**src/rtl/eida_ram.sv**
```systemverilog
// ----------------------------------------------------------------------------
// eida_ram
// Generic single-write, single-read RAM with registered read data.
// ----------------------------------------------------------------------------
module eida_ram #(
    parameter int WIDTH = 8,
    parameter int DEPTH = 16
) (
    input  logic                     i_clk,
    input  logic                     i_we,
    input  logic [$clog2(DEPTH)-1:0] i_waddr,
    input  logic [WIDTH-1:0]         i_wdata,
    input  logic [$clog2(DEPTH)-1:0] i_raddr,
    output logic [WIDTH-1:0]         o_rdata
);

    logic [WIDTH-1:0] r_mem [DEPTH];
    logic [WIDTH-1:0] r_rdata;

    always_ff @(posedge i_clk) begin
        if (i_we) begin
            r_mem[i_waddr] <= i_wdata;
        end
        r_rdata <= r_mem[i_raddr];
    end

    assign o_rdata = r_rdata;

endmodule

```
**config.mk**
```make
export PLATFORM = sky130hd
export DESIGN_NAME = eida_ram
export DESIGN_NICKNAME = d
export VERILOG_FILES = /design/src/rtl/eida_ram.sv
export SDC_FILE = /design/constraint.sdc
export NUM_CORES = 1
export LEC_CHECK = 0
export BUFFER_PORTS_ARGS = -buffer_cell sky130_fd_sc_hd__buf_4
export CORE_MARGIN = 2
export CORE_UTILIZATION = 40
export DETAILED_ROUTE_END_ITERATION = 7
export PLACE_DENSITY = 0.64
export SKIP_LAST_GASP = 1
export SLEW_MARGIN = 20
export SYNTH_ARGS = -nofsm -noshare
export SYNTH_HDL_FRONTEND = slang
export SYNTH_SLANG_ARGS = --single-unit
```
**constraint.sdc**
```tcl
create_clock -name i_clk -period 5.25 [get_ports i_clk]
set_clock_uncertainty 0.05 [all_clocks]
set_input_delay 0.7875 -clock i_clk [delete_from_list [all_inputs] [get_ports i_clk]]
set_output_delay 0.7875 -clock i_clk [all_outputs]
set_load 0.01 [all_outputs]
```
==> metrics.txt <==
# TYPE chip_impl_metric gauge
chip_impl_info{name="run_status",value="complete, no violations"} 1
chip_impl_metric{name="firstDrtPassIters",unit=""} 4
chip_impl_metric{name="dp_hpwl",unit="um"} 5570
chip_impl_metric{name="layout_min_cycle_time",unit="ns"} 2.13
chip_impl_metric{name="synthesis.instances",unit=""} 229
chip_impl_metric{name="fp.dieW",unit="um"} 117
chip_impl_metric{name="cap_viol_max_count",unit=""} 0
chip_impl_metric{name="cts-resized-gates",unit=""} 0
chip_impl_metric{name="post_synth_instance_area",unit="sq um"} 5150
chip_impl_metric{name="floorplan.rows",unit=""} 41
chip_impl_metric{name="insertion_delay",unit="ns"} 0.41
chip_impl_metric{name="ys_ff_latch",unit=""} 136
chip_impl_info{name="cell_taking_the_most_area_after_synthesis",value="sky130_fd_sc_hd__edfxtp_1"} 1
chip_impl_metric{name="max-vdd-ir-drop",unit="uV"} 261
chip_impl_metric{name="antenna_cells",unit=""} 0
chip_impl_metric{name="finish.net_count",unit=""} 283
chip_impl_metric{name="floorplan.initialDensity",unit=""} 0.410
chip_impl_metric{name="cts_htree_levels",unit=""} 4
chip_impl_metric{name="critical_path_peak_fanout",unit=""} 8
chip_impl_metric{name="setup_tns_after_final_layout",unit="ns"} 0
chip_impl_metric{name="grt_antenna_before_repair",unit=""} 0
chip_impl_metric{name="power-per-cell-area",unit="nW/um^2"} 409
chip_impl_metric{name="hold_viol_final",unit=""} 0
chip_impl_metric{name="grt_pass1_vias",unit=""} 2420
chip_impl_metric{name="max-clock-path-buffers",unit=""} 2
chip_impl_metric{name="leakage",unit="nW"} 2.01
chip_impl_metric{name="finalWirelength",unit="um"} 9400
chip_impl_metric{name="clkTransAtPathRegs",unit="ns"} 0.06
chip_impl_metric{name="fillCellCount",unit=""} 1036
chip_impl_metric{name="clock_sink_count",unit=""} 136
chip_impl_info{name="clock_tree.root_cell",value="sky130_fd_sc_hd__clkbuf_16"} 1
chip_impl_metric{name="timing.final.crit_share",unit=""} 0.406
chip_impl_metric{name="wire_per_inst",unit="um"} 20.9
chip_impl_metric{name="syn-num-nets",unit=""} 247
chip_impl_metric{name="overall_routing_resource_usage",unit=""} 0.145
chip_impl_metric{name="post-route-drc-count",unit=""} 0
chip_impl_metric{name="gp_congestion",unit=""} 0.708
chip_impl_info{name="criticalPathCategory",value="input port to register"} 1
chip_impl_metric{name="syn_avg_cell_area",unit="sq um"} 22.5
chip_impl_metric{name="first_iter_violations",unit=""} 241
chip_impl_metric{name="finalSetupViolations",unit=""} 0
chip_impl_info{name="min-delay-path-class",value="register to register"} 1
chip_impl_metric{name="maximum_number_of_pins_on_one_net_before_global_route_repair",unit=""} 33
chip_impl_metric{name="overflow",unit=""} 0
chip_impl_info{name="timing.critical_path.to_type",value="register"} 1
chip_impl_metric{name="cts-buffers-inserted",unit=""} 17
chip_impl_metric{name="numPortBuffers",unit=""} 25
chip_impl_info{name="cts_tree",value="yes"} 1
chip_impl_metric{name="post_cts_buffers",unit=""} 0
chip_impl_metric{name="timing.fmax",unit="GHz"} 0.469
chip_impl_info{name="rsz0062_at_grt",value="false"} 1
chip_impl_metric{name="vias",unit=""} 2294
chip_impl_metric{name="transition_time_of_the_tightest_slew_check_pin",unit="ns"} 0.962
chip_impl_metric{name="synth_seq_area_share",unit=""} 0.778
chip_impl_info{name="post_synth_main_area_contributors",value="sky130_fd_sc_hd__edfxtp_1, sky130_fd_sc_hd__mux4_2, sky130_fd_sc_hd__mux4_1"} 1
chip_impl_metric{name="yosysWarningCount",unit=""} 0
chip_impl_metric{name="remaining_max_slew_budget_at_the_tightest_pin",unit=""} 0.356
chip_impl_metric{name="hold_buffers",unit=""} 0
chip_impl_metric{name="utilization",unit=""} 0.483
chip_impl_metric{name="ys_types",unit=""} 19
chip_impl_metric{name="synthToLayoutAreaGrowth",unit="%"} 18.0
chip_impl_info{name="start_kind",value="input port"} 1
chip_impl_metric{name="timing.final.max_slew_violations",unit=""} 0
chip_impl_metric{name="i_o_pin_cnt",unit=""} 26
chip_impl_metric{name="die_y",unit="um"} 117
chip_impl_metric{name="viasPerCell",unit=""} 5.10
chip_impl_metric{name="dieArea",unit="sq um"} 13800
chip_impl_metric{name="postRouteAntennaNets",unit=""} 0
chip_impl_metric{name="cp_data_required_time",unit="ns"} 5.23
chip_impl_metric{name="synthDominantCellAreaShare",unit=""} 0.747
chip_impl_metric{name="coreArea",unit="sq um"} 12600
chip_impl_metric{name="layout-drive-gt1-share",unit=""} 0.284
chip_impl_metric{name="crit_arrival",unit="ns"} 2.11
chip_impl_metric{name="grt_first_pass_wirelength",unit="um"} 14300
## critical path: stages
cell and delay [ns]:
sky130_fd_sc_hd__buf_4 0.12, sky130_fd_sc_hd__or3b_2 0.51, sky130_fd_sc_hd__nor2_1 0.69
## area by class of cell
| type | count | area [sq um] | area share |
|---|---|---|---|
| flip-flops and latches | 136 | 4000 | 0.659 |
| clock inverters | 12 | 126 | 0.0208 |
| multi-input cells | 83 | 1070 | 0.176 |
| clock buffers | 20 | 457 | 0.0752 |
| repair buffers | 27 | 203 | 0.0334 |
| well taps | 172 | 215 | 0.0354 |
## cell usage in the layout, fill, tap and decap left out, drive strengths merged
master and n:
a22oi 16, buf 27, and2 1, nor2 13, nand2b 2, and2b 1
nor2b 1, nor3 4, mux4 32, clkbuf 20, or3b 1, nand3b 2
edfxtp 128, nand3 1, bufinv 2, nand2 9, dfxtp 8, clkinvlp 2
clkinv 8
## synth_stat cells (all sizes together)
| cell | number |
|---|---|
| clkdlybuf4s25 | 3 |
| edfxtp | 128 |
| nand3b | 2 |
| and2 | 1 |
| and2b | 1 |
| nand2 | 9 |
| nand2b | 2 |
| dfxtp | 8 |
| nor2 | 13 |
| nor3 | 4 |
| or3b | 1 |
| mux4 | 32 |
| buf | 7 |
| nand3 | 1 |
| a22oi | 16 |
| nor2b | 1 |
## metal layers
layer  GRT usage  vias up  wire length (um)
met5           0        -                 0
met4      0.0474        0                69
met3      0.0447        6               583
met2       0.219       60              4620
met1       0.202     1180              4130
li1            -     1048                 -
## report_power, final
part / total [mW] / internal (mW) / switching, mW / leakage, nW
registers: 1.22 / 1.21 / 0.00678 / 1.22
logic: 0.112 / 0.0507 / 0.0616 / 0.504
clock network: 1.15 / 0.721 / 0.428 / 0.286
## path summary, 6_finish.rpt
check,startpoint,to,slack (ns),cells past startpoint
hold reg to reg,r_mem[14][6],o_rdata[6],0.62,3
setup / recovery,i_waddr[2],r_mem[3][0],3.12,3
setup reg to reg,r_mem[10][5],o_rdata[5],3.85,3
hold / removal,r_mem[14][6],o_rdata[6],0.62,3
## stage by stage
step / std cells / total power [mW] / cell area (sq um) / hold slack (ns) / setup slack [ns]
floorplan: 229 / 1.31 / 5150 / 0.579 / 2.92
global route: 450 / 2.55 / 6070 / 0.637 / 3.04
CTS: 450 / 2.50 / 6070 / 0.625 / 3.10
finish: 450 / 2.48 / 6070 / 0.616 / 3.12
global placement: 418 / 1.36 / 5480 / 0.607 / 2.43
detailed placement: 418 / 1.36 / 5490 / 0.614 / 2.68
## registers in the layout, summed over array words and instances, names as in the netlist
register,cells
o_rdata,8
r_mem,128
## kinds of logic (layout without fill, tap and decap cells)
group	count (synthesis)	after routing	synth area share
buf+inv	10	59	0.0168
compound gates	16	16	0.0233
flops	136	136	0.778
simple gates	35	35	0.0318
mux	32	32	0.150
(Power assumes the default switching activity.)
